<file path="src/quat_to_euler_angle_smoother_defines.svh">
// Assertion macros shared by the quaternion to Euler angle smoother RTL.
// Each macro expects signals named clk and rst_n in the using scope.
`ifndef QUAT_TO_EULER_ANGLE_SMOOTHER_DEFINES_SVH
`define QUAT_TO_EULER_ANGLE_SMOOTHER_DEFINES_SVH

// Condition must hold in the same cycle as the trigger.
`define QTE_ASSERT_IMPL(lbl, ante, cons, msg) \
  lbl: assert property (@(posedge clk) disable iff (!rst_n) (ante) |-> (cons)) \
    else $error(msg);

// Condition must hold in the cycle after the trigger.
`define QTE_ASSERT_NEXT(lbl, ante, cons, msg) \
  lbl: assert property (@(posedge clk) disable iff (!rst_n) (ante) |=> (cons)) \
    else $error(msg);

`endif

</file>
<file path="src/qte_pkg.sv">
// Shared types and constants of the quaternion to Euler angle smoother.
// No dependencies; used by every module of the block.
`timescale 1ns / 1ps
`default_nettype none
package qte_pkg;
  localparam int QW        = 15;
  localparam int AW        = 16;
  localparam int VW        = 44;
  localparam int ZW        = 26;
  localparam int MAX_STEPS = 24;
  localparam int SQW       = 62;
  localparam int SQ_STEPS  = 31;

  typedef logic signed [AW-1:0] angle_t;

  typedef struct packed {
    logic signed [VW-1:0] x;
    logic signed [VW-1:0] y;
    logic signed [ZW-1:0] z;
  } vec_t;

  // Arctangent of 2^-i in degrees * 65536, rounded.
  localparam logic signed [ZW-1:0] ATAN_TAB [MAX_STEPS] = '{
    26'sd2949120, 26'sd1740967, 26'sd919879, 26'sd466945, 26'sd234379, 26'sd117304,
    26'sd58666, 26'sd29335, 26'sd14668, 26'sd7334, 26'sd3667, 26'sd1833,
    26'sd917, 26'sd458, 26'sd229, 26'sd115, 26'sd57, 26'sd29,
    26'sd14, 26'sd7, 26'sd4, 26'sd2, 26'sd1, 26'sd0
  };

  localparam logic signed [ZW-1:0] Z_QUARTER   = 26'sd5898240;
  localparam logic signed [VW-1:0] LIM_COARSE  = 44'sh000_0001_0000_0000 >>> 0;
  localparam logic signed [VW-1:0] LIM_NORM    = 44'sh100_0000_0000;

  localparam angle_t HALF_TURN    = 16'sd23040;
  localparam angle_t QUARTER_TURN = 16'sd11520;

  // Register addresses (word index).
  localparam logic [1:0] REG_DEADZONE = 2'd0;
  localparam logic [1:0] REG_GAIN     = 2'd1;
  localparam logic [1:0] REG_INVERT   = 2'd2;
endpackage
`default_nettype wire

</file>
<file path="src/qte_cordic_cell.sv">
// One CORDIC vectoring cell: a fixed shift and angle, registered output.
// Depends on qte_pkg for the vector type and the arctangent table.
`timescale 1ns / 1ps
`default_nettype none
module qte_cordic_cell #(
  parameter int IDX = 0
) (
  input  logic          clk,
  input  logic          rst_n,
  input  logic          in_valid,
  input  qte_pkg::vec_t in_vec,
  output logic          out_valid,
  output qte_pkg::vec_t out_vec
);
  import qte_pkg::*;

  vec_t vec_nxt;
  vec_t vec_r;
  logic valid_r;

  // Rotate toward the x axis; direction follows the sign of y.
  always_comb begin
    if (in_vec.y > 0) begin
      vec_nxt.x = in_vec.x + (in_vec.y >>> IDX);
      vec_nxt.y = in_vec.y - (in_vec.x >>> IDX);
      vec_nxt.z = in_vec.z + ATAN_TAB[IDX];
    end else begin
      vec_nxt.x = in_vec.x - (in_vec.y >>> IDX);
      vec_nxt.y = in_vec.y + (in_vec.x >>> IDX);
      vec_nxt.z = in_vec.z - ATAN_TAB[IDX];
    end
  end

  always_ff @(posedge clk) begin
    if (!rst_n) begin
      valid_r <= 1'b0;
    end else begin
      valid_r <= in_valid;
    end
    vec_r <= vec_nxt;
  end

  assign out_valid = valid_r;
  assign out_vec   = vec_r;
endmodule
`default_nettype wire

</file>
<file path="config.mk">
export PLATFORM = sky130hd
export DESIGN_NAME = qte_cordic_cell
export DESIGN_NICKNAME = d
export VERILOG_FILES = /design/src/quat_to_euler_angle_smoother_defines.svh /design/src/qte_pkg.sv /design/src/qte_cordic_cell.sv
export SDC_FILE = /design/constraint.sdc
export NUM_CORES = 1
export LEC_CHECK = 0
export BUFFER_PORTS_ARGS = -buffer_cell sky130_fd_sc_hd__buf_2
export CAP_MARGIN = 20
export CORE_MARGIN = 1
export CORE_UTILIZATION = 45
export CTS_CLUSTER_DIAMETER = 60
export DETAILED_ROUTE_END_ITERATION = 16
export PLACE_DENSITY = 0.69
export SETUP_SLACK_MARGIN = 0.15
export SYNTH_ARGS = -nofsm -noshare
export SYNTH_HDL_FRONTEND = slang
export SYNTH_SLANG_ARGS = --single-unit
</file>
<file path="constraint.sdc">
create_clock -name clk -period 4.4 [get_ports clk]
set_clock_uncertainty 0.1 [all_clocks]
set_input_delay 0.44 -clock clk [delete_from_list [all_inputs] [get_ports clk]]
set_output_delay 0.44 -clock clk [all_outputs]
set_load 0.05 [all_outputs]
</file>
==> Yosys cells after proc, flatten, opt, wreduce, memory -nomap -nowiden <==
Index checks and enable logic that the tools add are counted.
{ "totals": {"elab_cells": 11, "input_bits": 117, "register_bits": 115, "output_inout_bits": 115} }
{ "op_classes": {"mux": 1, "magnitude_cmp": 1, "addsub": 5} }
{ "ops": {"columns": ["op", "n"], "rows": [
  ["$mux W114", 1],
  ["$sub A44 B44 Y44", 2],
  ["$add A44 B44 Y44", 1],
  ["$gt A44 B1 Y1 const B", 1],
  ["$add A26 B23 Y26 const B", 1],
  ["$sub A26 B23 Y26 const B", 1]
]} }

==> Logic depth before layout (Yosys ltp) <==
{ "logic_depth": {"depth_word": 2, "ltp_mapped": 16, "mapped_depth_nobuf": 14} }

==> Worst setup path after synthesis <==
OpenSTA, ideal clock, no wires.
{ "synth_path": {"kind": "input -> register", "startpoint": "input port in_vec[36] (netlist bit)", "endpoint": "register vec_r, in the netlist out_vec[25]", "t_arrival_ns": 3.198, "setup_ns": 0.122, "required_time_ns": 4.178, "stages": 15, "setup_slack_ns": 0.979, "path_buffers": 2, "cell_sequence": "nor4_1 -> nand4_1 -> nor3_1 -> or2_1 -> clkbuf_1 -> clkbuf_1 -> ha_1 -> a21o_1 -> a21oi_1 -> o21bai_1 -> a21oi_1 -> o21bai_1 -> a21oi_1 -> o21ai_0 -> xnor2_1"} }
{ "synth_lines": {"columns": ["element", "line_no", "text"], "rows": [
  ["start: declaration", "qte_cordic_cell.sv:11", "input qte_pkg::vec_t in_vec,"],
  ["end signal: assignment", "qte_cordic_cell.sv:40", "vec_r <= vec_nxt;"],
  ["end: declaration", "qte_cordic_cell.sv:18", "vec_t vec_r;"]
]} }

==> impl_summary.txt <==
----------------------------------------------------
[Synthesis]
  Post-synth top area cell ... sky130_fd_sc_hd__dfxtp_1
  Top area cells in the synthesized netlist ... sky130_fd_sc_hd__dfxtp_1 (21%), sky130_fd_sc_hd__ha_1 (16%), sky130_fd_sc_hd__a21oi_1 (9.3%)
  Primary flip-flop cell chosen by synthesis mapping ... sky130_fd_sc_hd__dfxtp_1
  Flip-flop and latch count after synthesis ... 114
  Gate Count Post-Synth ... about 1400
  Count of synthesis-stage warnings from yosys ... 0
  Netlist area before placement ... roughly 0.011 mm2
  Part of the Yosys area used for sequential elements ... a little over a fifth
  Proportion of netlist area held by the largest area contributor ... between 20% and 30%
  Avg Synthesized Cell Area ... 7.50 um2
  Number of flops mapped to enable cells by yosys ... 0
  Unique cell type count in the Yosys netlist ... 82
  Most instantiated library cell after synthesis ... sky130_fd_sc_hd__a21oi_1
  Share of flip-flops with an asynchronous set or reset ... 0%
  Most used standard cells in the synthesized netlist ... sky130_fd_sc_hd__a21oi_1 (198), sky130_fd_sc_hd__inv_1 (138), sky130_fd_sc_hd__ha_1 (137), sky130_fd_sc_hd__nor2_1 (137), sky130_fd_sc_hd__dfxtp_1 (114)
  Post-synthesis net count ... ~1700

[Die]
  Vertical die dimension ... between 150 and 200 um
  Total die area ... around 0.024 mm2
  Cell Rows ... between 50 and 60
  Die extent in x ... 156 um
  Total I/O pin count ... 232
  Initial core utilization ... between 40% and 50%
  Core area ... between 0.02 and 0.025 mm2

[Status]
  Result of the run ... finished, final reports clean

[Global route]
  Pin count of the biggest net entering global routing ... 77
  Overall global routing resource usage ... 32.4%
  Number of antenna violations at the first check in global routing ... 0
  Global-route wire length before repair ... around 61000 um
  Vias in the first global route ... approximately 11000
  Remaining global-route overflow ... 0

[CTS]
  Buffers from clock root to sink, at most ... 2
  Number of gates resized after cts ... 0
  Maximum level of the CTS H-tree ... 4
  Clock buffer count from CTS ... 17
  Clock root buffer master ... sky130_fd_sc_hd__clkbuf_16
  TritonCTS clock tree ... built
  Post-CTS clock slew at the launch and capture registers of the worst setup and hold paths ... about 0.060 ns
  Clk sinks ... ~110
  Post-CTS repair timing setup buffer count ... 0

[Route]
  Routed length per instance ... 20.1 um
  Routed via count ... around 12000
  Post-DRT Antenna Nets ... 0
  Sum of routed wire length over all layers ... around 40000 um
  DR DRC count ... 0
  Detailed router's first-iteration violation count ... approximately 1300
  DR pass1 iterations ... 6
  Drt via density ... between 5 and 6

[STA]
  Final critical path time including I/O delays and setup ... between 3 and 4 ns
  Unrepaired setup endpoints after global routing ... false
  Max-slew headroom ... about two fifths
  Number of pins exceeding their max-slew limit in the final report ... 0
  Setup TNS after final layout ... 0 ns
  Maximum operating frequency ... 258 MHz
  Setup slack after layout ... between 0.5 and 0.6 ns
  Setup-violating endpoint count in the final report ... 0
  Transition time at the pin with the least slew margin ... 0.901 ns
  Ratio of final minimum period to clock period ... about nine tenths
  Final hold viol count ... 0

[Setup path]
  Worst endpoint required time ... ~4.6 ns
  Endpoint type of the worst setup path ... flop
  Crit Path Category ... in -> reg
  Maximum fanout along the worst path ... 13
  Nature of the critical path startpoint ... primary input
  Critical path arrival ... 4.09 ns

[Layout]
  Count of placed standard cells in the final layout, fillers left out ... 1989
  Fin area ... about 0.013 mm2
  Layout cell share with drive strength beyond 1 ... a little under a fifth
  Synth-to-layout area growth ... 20.9%
  Layout filler cell count ... approximately 2300
  # diodes ... 0
  Post-layout net count ... 1915

[Placed design]
  Setup slack after placement ... approximately 0.3 ns
  Number of instances in the placed design ... ~1900
  Detail Placement HPWL ... about 31000 um
  Count of port buffers added during placement ... approximately 230
  Post-placement cell area ... around 0.012 mm2
  Routability-driven placement congestion ratio ... about 0.99

[Power]
  Peak ir drop on the vdd network ... 0.000251 V
  Power density of the placed cells ... around 400 mW/mm2
  Static power due to leakage ... 6.11 nW

[Job]
  Maximum capacitance violations ... 0

[Hold path]
  Type of the most critical hold path ... in -> reg

----------------------------------------------------
==> critical path, cell delays in order <==
cell                        delay [ns]
sky130_fd_sc_hd__buf_2            0.12
sky130_fd_sc_hd__inv_1            0.05
sky130_fd_sc_hd__ha_1             0.62
sky130_fd_sc_hd__inv_2            0.16
sky130_fd_sc_hd__a21oi_1          0.31
sky130_fd_sc_hd__o21bai_1         0.10
sky130_fd_sc_hd__a21oi_1          0.42
sky130_fd_sc_hd__nand3b_1         0.27
sky130_fd_sc_hd__a311oi_2         0.41
sky130_fd_sc_hd__a211oi_2         0.21
sky130_fd_sc_hd__o2111ai_2        0.33
sky130_fd_sc_hd__mux2i_1          0.12
sky130_fd_sc_hd__or4_1            0.51
==> metal layers <==
metal	up-vias	global-route usage, %	wire [um]
li1	5514	-	-
met4	0	12.2	1320
met1	5446	43.6	17300
met3	103	5.87	3910
met5	-	0	0
met2	717	51.3	17400
==> power by group <==
group          switching, mW  total [mW]  internal [mW]
clock                  0.613        1.47          0.852
sequential            0.0615        1.31           1.25
combinational           1.77        2.46          0.686
==> flip-flops by register name, summed over array words and instances, names as in the netlist <==
register   flops
out_vec      113
out_valid      1
==> layout by cell type (no fill, tap or decap), drive strengths merged, types with 11 or more instances in the layout <==
cell         instances
dfxtp              114
a211oi              14
mux2i               14
ha                 137
a31oi               12
o211ai              11
o21ai               97
nor2               138
a21o                36
buf                259
clkbuf              17
inv                147
nand4               26
nand2               76
o21a                16
dlygate4sd3         13
a21oi              198
nor4                22
xnor2               84
nand3               22
nor3                17
o21bai              34
==> path summary, 6_finish.rpt <==
path | slack [ns] | startpoint | endpoint | cells after the start
setup / recovery | 0.52 | in_vec[40] | out_vec[63] | 13
hold / removal | 0.007 | in_vec[8] | out_vec[8] | 1
==> metrics by stage <==
stage | total power [mW] | hold WS, ns | util (%)
after detailed placement | 3.74 | 0.444 | 52.2
final | 5.23 | 0.00668 | 55.3
after global routing | 5.46 | 0.00219 | 55.3
after CTS | 5.22 | 0.0000586 | 55.3
after floorplan | 3.07 | 0.368 | -
after global placement | 3.73 | 0.443 | 52.2
==> layout make-up <==
cell class	instances	area [um2]	share of cell area [%]
Timing Repair Buffer	272	1510	11.7
Clock buffer	17	425	3.29
Clock inverter	15	174	1.34
Sequential cell	114	2280	17.6
Inverter	144	543	4.19
Multi-Input combinational cell	1108	7620	58.8
Tap cell	319	399	3.08
==> logic make-up (layout without fill, tap and decap cells) <==
| kind of cell | count (synthesis) | in the layout | share of synthesized area [%] |
|---|---|---|---|
| AND/OR/NAND/NOR | 355 | 355 | 15.6 |
| AO/OA/AOI/OAI | 506 | 506 | 29.9 |
| multiplexers | 15 | 15 | 1.41 |
| adder cells (fa/ha/maj) | 141 | 141 | 16.8 |
| buffers and inverters | 206 | 448 | 7.56 |
| flip-flops | 114 | 114 | 21.3 |
| XOR/XNOR | 91 | 91 | 7.44 |
==> what timing repair did <==
action                                 CTS  global route
hold buffers                            11             2
setup endpoints to repair                0             0
endpoints found under the hold margin   11             2
Note: power is estimated with default switching activity, not from simulation.
