[src/quat_to_euler_angle_smoother_defines.svh]
// Assertion macros shared by the quaternion to Euler angle smoother RTL.
// Each macro expects signals named clk and rst_n in the using scope.
`ifndef QUAT_TO_EULER_ANGLE_SMOOTHER_DEFINES_SVH
`define QUAT_TO_EULER_ANGLE_SMOOTHER_DEFINES_SVH

// Condition must hold in the same cycle as the trigger.
`define QTE_ASSERT_IMPL(lbl, ante, cons, msg) \
  lbl: assert property (@(posedge clk) disable iff (!rst_n) (ante) |-> (cons)) \
    else $error(msg);

// Condition must hold in the cycle after the trigger.
`define QTE_ASSERT_NEXT(lbl, ante, cons, msg) \
  lbl: assert property (@(posedge clk) disable iff (!rst_n) (ante) |=> (cons)) \
    else $error(msg);

`endif

[src/qte_pkg.sv]
// Shared types and constants of the quaternion to Euler angle smoother.
// No dependencies; used by every module of the block.
`timescale 1ns / 1ps
`default_nettype none
package qte_pkg;
  localparam int QW        = 15;
  localparam int AW        = 16;
  localparam int VW        = 44;
  localparam int ZW        = 26;
  localparam int MAX_STEPS = 24;
  localparam int SQW       = 62;
  localparam int SQ_STEPS  = 31;

  typedef logic signed [AW-1:0] angle_t;

  typedef struct packed {
    logic signed [VW-1:0] x;
    logic signed [VW-1:0] y;
    logic signed [ZW-1:0] z;
  } vec_t;

  // Arctangent of 2^-i in degrees * 65536, rounded.
  localparam logic signed [ZW-1:0] ATAN_TAB [MAX_STEPS] = '{
    26'sd2949120, 26'sd1740967, 26'sd919879, 26'sd466945, 26'sd234379, 26'sd117304,
    26'sd58666, 26'sd29335, 26'sd14668, 26'sd7334, 26'sd3667, 26'sd1833,
    26'sd917, 26'sd458, 26'sd229, 26'sd115, 26'sd57, 26'sd29,
    26'sd14, 26'sd7, 26'sd4, 26'sd2, 26'sd1, 26'sd0
  };

  localparam logic signed [ZW-1:0] Z_QUARTER   = 26'sd5898240;
  localparam logic signed [VW-1:0] LIM_COARSE  = 44'sh000_0001_0000_0000 >>> 0;
  localparam logic signed [VW-1:0] LIM_NORM    = 44'sh100_0000_0000;

  localparam angle_t HALF_TURN    = 16'sd23040;
  localparam angle_t QUARTER_TURN = 16'sd11520;

  // Register addresses (word index).
  localparam logic [1:0] REG_DEADZONE = 2'd0;
  localparam logic [1:0] REG_GAIN     = 2'd1;
  localparam logic [1:0] REG_INVERT   = 2'd2;
endpackage
`default_nettype wire

[src/qte_isqrt.sv]
// Iterative integer square root, one result bit per cycle.
// Depends on qte_pkg for the radicand width and step count.
`timescale 1ns / 1ps
`default_nettype none
module qte_isqrt (
  input  logic                   clk,
  input  logic                   rst_n,
  input  logic                   start,
  input  logic [qte_pkg::SQW-1:0] radicand,
  output logic                   done,
  output logic [qte_pkg::SQ_STEPS-1:0] root
);
  import qte_pkg::*;

  logic [SQW-1:0] v_r;
  logic [SQW-1:0] r_r;
  logic [4:0]     cnt_r;
  logic           busy_r;
  logic           done_r;
  logic [SQW-1:0] bit_w;
  logic [SQW-1:0] trial;

  assign bit_w = SQW'(1) << {cnt_r, 1'b0};
  assign trial = r_r + bit_w;

  // Classic digit-by-digit root, starting from the top bit pair.
  always_ff @(posedge clk) begin
    if (!rst_n) begin
      busy_r <= 1'b0;
      done_r <= 1'b0;
    end else begin
      done_r <= 1'b0;
      if (start) begin
        busy_r <= 1'b1;
        v_r    <= radicand;
        r_r    <= '0;
        cnt_r  <= 5'(SQ_STEPS - 1);
      end else if (busy_r) begin
        if (v_r >= trial) begin
          v_r <= v_r - trial;
          r_r <= (r_r >> 1) + bit_w;
        end else begin
          r_r <= r_r >> 1;
        end
        cnt_r <= cnt_r - 5'd1;
        if (cnt_r == 5'd0) begin
          busy_r <= 1'b0;
          done_r <= 1'b1;
        end
      end
    end
  end

  assign done = done_r;
  assign root = r_r[SQ_STEPS-1:0];
endmodule
`default_nettype wire

[config.mk]
export PLATFORM = sky130hd
export DESIGN_NAME = qte_isqrt
export DESIGN_NICKNAME = d
export VERILOG_FILES = /design/src/quat_to_euler_angle_smoother_defines.svh /design/src/qte_pkg.sv /design/src/qte_isqrt.sv
export SDC_FILE = /design/constraint.sdc
export NUM_CORES = 1
export LEC_CHECK = 0
export BUFFER_PORTS_ARGS = -buffer_cell sky130_fd_sc_hd__buf_2
export CORE_MARGIN = 2
export CORE_UTILIZATION = 65
export DETAILED_ROUTE_END_ITERATION = 10
export PLACE_DENSITY = 0.85
export SLEW_MARGIN = 10
export SYNTH_ARGS = -nofsm -noshare
export SYNTH_HDL_FRONTEND = slang
export SYNTH_SLANG_ARGS = --single-unit
[constraint.sdc]
create_clock -name clk -period 18.9 [get_ports clk]
set_input_delay 3.78 -clock clk [delete_from_list [all_inputs] [get_ports clk]]
set_output_delay 3.78 -clock clk [all_outputs]
set_load 0.02 [all_outputs]
======== Word-level counts from Yosys, hierarchy flattened ========
Index checks and enable logic that the tools add are counted.
W data, S select, Z words.
cells by class
  add/sub/neg operators ................... 4
  $lt $le $gt $ge ......................... 1
  shift operators ......................... 1
  muxes and demuxes ....................... 10
  bitwise logic cells ..................... 2
  reduce and logical (&&, ||, !) cells .... 6
operator list
  kind                    number
  $mux W62                5
  $add A61 B62 Y62        1
  $add A62 B62 Y62        1
  $ge A62 B62 Y1          1
  $shl A1 B6 Y62 const A  1
  $sub A62 B62 Y62        1
  $logic_not A5 Y1        1
  $mux W5                 1
  $sub A5 B1 Y5 const B   1
  $mux W1                 4
  $reduce_bool A2 Y1      2
  $reduce_and A3 Y1       1
  $reduce_or A3 Y1        1
  $not A1 Y1              2
  $reduce_and A2 Y1       1
storage, ports and cells
  bits in registers ....................... 131
  input port bits ......................... 65
  output and inout port bits .............. 32
  logic and storage cells ................. 29

======== Longest topological paths before layout ========
  depth in word-level cells ............... 6
  mapped depth ............................ 30
  gate-level depth less buffers ........... 29

======== Worst setup path after synthesis ========
Ideal clock, no wire load.
  kind .................................... register to register
  from .................................... register cnt_r[4]
  to ...................................... register v_r[0], enable pin
  setup time .............................. 0.502 ns
  arrival time ............................ 9.112 ns
  data required time ...................... 18.398 ns
  setup slack ............................. 9.285 ns
  cell stages (with the launch flop) ...... 29
  buffers on the path ..................... 5
  clock period less this slack ............ 9.615 ns
  cell sequence ........................... edfxtp_1 > dlygate4sd1_1 > or2_2 > clkbuf_1 > nor2_1 > ha_1 > ha_1 > nor2_1 > o31ai_1 > a211o_1 > a31oi_1 > o31ai_1 > a21o_1 > a21oi_1 > or2_1 > a2111oi_0 > o21ai_1 > xor2_1 > ha_1 > clkbuf_1 > nand4_1 > or3_1 > or3b_2 > nor2_1 > nor4_1 > a21boi_0 > clkbuf_1 > clkbuf_1 > a21oi_1
on the way
  longest elaborated chain between the ends .. 5
RTL lines
  item                                 line             RTL
  start, declared                      qte_isqrt.sv:17  logic [4:0] cnt_r;
  start signal, assigned               qte_isqrt.sv:37  cnt_r <= 5'(SQ_STEPS - 1);
  start signal, assigned               qte_isqrt.sv:45  cnt_r <= cnt_r - 5'd1;
  $shl A1 B6 Y62                       qte_isqrt.sv:23  assign bit_w = SQW'(1) << {cnt_r, 1'b0};
  $add A62 B62 Y62                     qte_isqrt.sv:24  assign trial = r_r + bit_w;
  $ge A62 B62 Y1                       qte_isqrt.sv:39  if (v_r >= trial) begin
  $reduce_bool A2 Y1 (no source line)  -
  $reduce_and A3 Y1 (no source line)   -
  end signal, assigned                 qte_isqrt.sv:35  v_r <= radicand;
  end signal, assigned                 qte_isqrt.sv:40  v_r <= v_r - trial;
  end, declared                        qte_isqrt.sv:15  logic [SQW-1:0] v_r;
No other way between the ends.
A chain may end at the register's enable or synchronous reset.

======== Worst setup path after layout ========
  from .................................... register cnt_r[3]
  to ...................................... register v_r[37], enable pin
The elaborated chain is that of the path after synthesis.

==> results.toml <==
[pwr]
p_leak_nw = 5.78
power_density_nw_per_um2 = 75.5
vdd_drop_max_mv = 0.0490

[finish]
seqCellArea_um2 = 3910
drive_gt1_share_pct = 9.58
nets = 1938
multi_input_area_um2 = 9470
fillCellCount = 1705
fin_cells = 2039
antenna_cells = 0
syn2layout_area_growth_pct = 6.87
design_area_um2 = 15000

[grt]
grt_max_degree = 131
grt_pass1_vias = 12777
grt_remaining_overflow = 0
track_usage_pct = 35.5
grt_pass1_wl_mm = 64.1
antenna_found_initial = 0

[job]
cap_violations = 0

[synthesis]
seq_area_frac_synth_pct = 27.8
synth_common_cells = "nand2_1 (217), o21ai_0 (172), nor2_1 (153)"
synth_most_common_cell = "nand2_1"
synth_top_cell_by_area = "edfxtp_1"
ys_warn_count = 0
synth_cells = 1738
synth_area_leaders = "edfxtp_1 (28%), ha_1 (11%), o21ai_0 (6.1%)"
synth.net_count = 1925
avgSynthCellArea_um2 = 8.09
ys_dominant_reg_cell = "edfxtp_1"
ys_async_sr_fraction_pct = 0
ys_types = 83
ys_seq_elements = 131
yosysTopAreaCellShare_pct = 27.5
synth_enable_flop_cells = 129
syn_area_um2 = 14100

[timing]
layout_setup_ws_ns = 10.45
rsz0062_at_grt = "false"
max_slew_margin_pct = 14.4
finClkSkew_ns = 0.0142
setup_viol = 0
timing.final.crit_share_pct = 44.7
hold_viol_final = 0
tns_ns = 0
worst_slew_pin_slew_ns = 1.25
period_minus_slack_ns = 8.45
fmax_ghz = 0.118
slew_viol_final = 0

[routing]
wire_per_inst_um = 19.7
via_per_inst = 6.64
antenna_left = 0
firstDrtPassIters = 7
drt_wl_total_mm = 40.2
post-route-drc-count = 0
vias = 13542
drt_iter0_drc = 1325

[floorplan]
die_area_um2 = 22800
die_h_um = 151
pin_count = 97
fp.dieW_um = 151
placementRows = 53
core_area_um2 = 21200
initial_core_util_pct = 66.5

[setup_path]
critPathMaxFanout = 40
cp-start-kind = "flop"
critPathKind = "reg -> reg"
arrival_ns = 8.52
endpoint_kind = "flop"
cp.required_ns = 18.97

[run_status]
status = "finished clean"

[clocking]
cts_tree = "built"
clkSinkCount = 131
cts_max_level = 4
numCtsBuffers = 17
cts_resized = 0
postCtsSetupBuffers = 0
postCtsHoldBufs = 0
clk_latency_ns = 0.44
cts_max_path_buffers = 2
root_buffer = "clkbuf_16"
clkTransAtPathRegs_ns = 0.06

[placed_design]
dp_hpwl_mm = 29.4
io_buffer_count = 96
gp_congestion = 1.00
pre_cts_ws_ns = 10.57
dpl_cell_area_um2 = 14400
placed_cells = 2007

[hold_path]
hold_class = "reg -> reg"
-- cell usage in the layout, fill, tap and decap left out, types with 5 or more instances in the layout --
master,count
a2111oi_0,5
a211oi_1,24
a21boi_0,11
a21o_1,36
a21oi_1,130
a31o_2,13
a31oi_1,49
a41oi_1,9
and2_1,16
and3_1,16
and4_1,9
buf_2,95
buf_4,6
clkbuf_16,17
edfxtp_1,129
ha_1,121
inv_1,42
nand2_1,217
nand2b_1,29
nand3_1,30
nand4_1,41
nor2_1,153
nor2b_1,17
nor3_1,24
nor4_1,9
o211ai_1,7
o21a_1,11
o21ai_0,172
o21bai_1,20
o31a_1,5
o31ai_1,15
or2_2,6
or3_1,20
xnor2_1,88
xor2_1,85
-- cells by family (layout without fill, tap and decap cells) --
kind of cell	after synthesis	count (layout)	share of synthesized area (%)
xor gates and xnor gates	173	173	10.8
adders and majority gates	124	124	11.1
AOI/OAI and AO/OA	552	552	24.7
muxes	2	2	0.160
DFF	131	131	27.8
and+or+nand+nor	605	605	20.5
buffers and inverters	151	177	4.98
-- metrics by stage --
step	hold WS (ns)	power [W]	utilization, %
detailed placement	0.463	0.000770	68.1
floorplan	0.447	0.000679	-
global placement	0.453	0.000758	68.1
global route	0.492	0.00119	71.1
finish	0.479	0.00113	71.1
CTS	0.476	0.00113	71.1
-- critical path: stages, from the launching register on --
cell,delay [ns]
edfxtp_1,0.57
or2_2,0.41
nor2_1,0.19
ha_1,0.23
ha_1,0.28
nor2_1,0.10
o31ai_1,0.34
a211o_1,0.26
a31oi_1,0.17
o31ai_1,0.59
a21o_1,0.25
a21oi_1,0.13
or2_1,0.24
a2111oi_0,0.48
o21ai_1,0.12
xor2_1,0.16
ha_1,0.44
nand4_1,0.19
or3_1,0.36
or3b_2,0.46
nor2_1,0.11
nor4_1,0.06
a21boi_2,0.17
buf_4,0.27
a21oi_4,0.88
buf_4,0.56
-- final timing paths --
path,startpoint,end,slack [ns],cells after the start
worst max register to register,cnt_r[3]$_SDFFCE_PP1P_,v_r[37]$_DFFE_PP_,10.45,25
worst min register to register,busy_r$_SDFF_PN0_,done$_SDFF_PP0_,0.48,1
worst max-delay path,cnt_r[3]$_SDFFCE_PP1P_,v_r[37]$_DFFE_PP_,10.45,25
worst min-delay path,busy_r$_SDFF_PN0_,done$_SDFF_PP0_,0.48,1
-- routing by layer --
layer  global-route usage [%]  share of wire (%)  wire [um]
met2                     58.3                 46      18300
met3                     5.96                8.6       3470
met4                     15.1                3.9       1550
met5                        0                  0          0
met1                     46.5                 42      16900
-- layout make-up --
cell class	instances	share of cell area, %
flip-flops and latches	131	26.0
inverters	43	1.07
multi-input cells	1456	63.0
clock buffers	17	2.83
clock inverters	15	1.26
repair buffers	102	3.54
well taps	275	2.29
-- power breakdown --
group / internal (W) / switching (W) / total [W]
clock network: 0.000219 / 0.000138 / 0.000357
registers: 0.000360 / 0.0000330 / 0.000393
logic: 0.000146 / 0.000239 / 0.000385
total: 0.000725 / 0.000410 / 0.00113
-- registers in the layout, indices dropped and copies added, names as in the netlist --
signal	cells
busy_r	1
v_r	62
done	1
r_r	62
cnt_r	5
No activity file was read; power rests on OpenSTA's default activity.
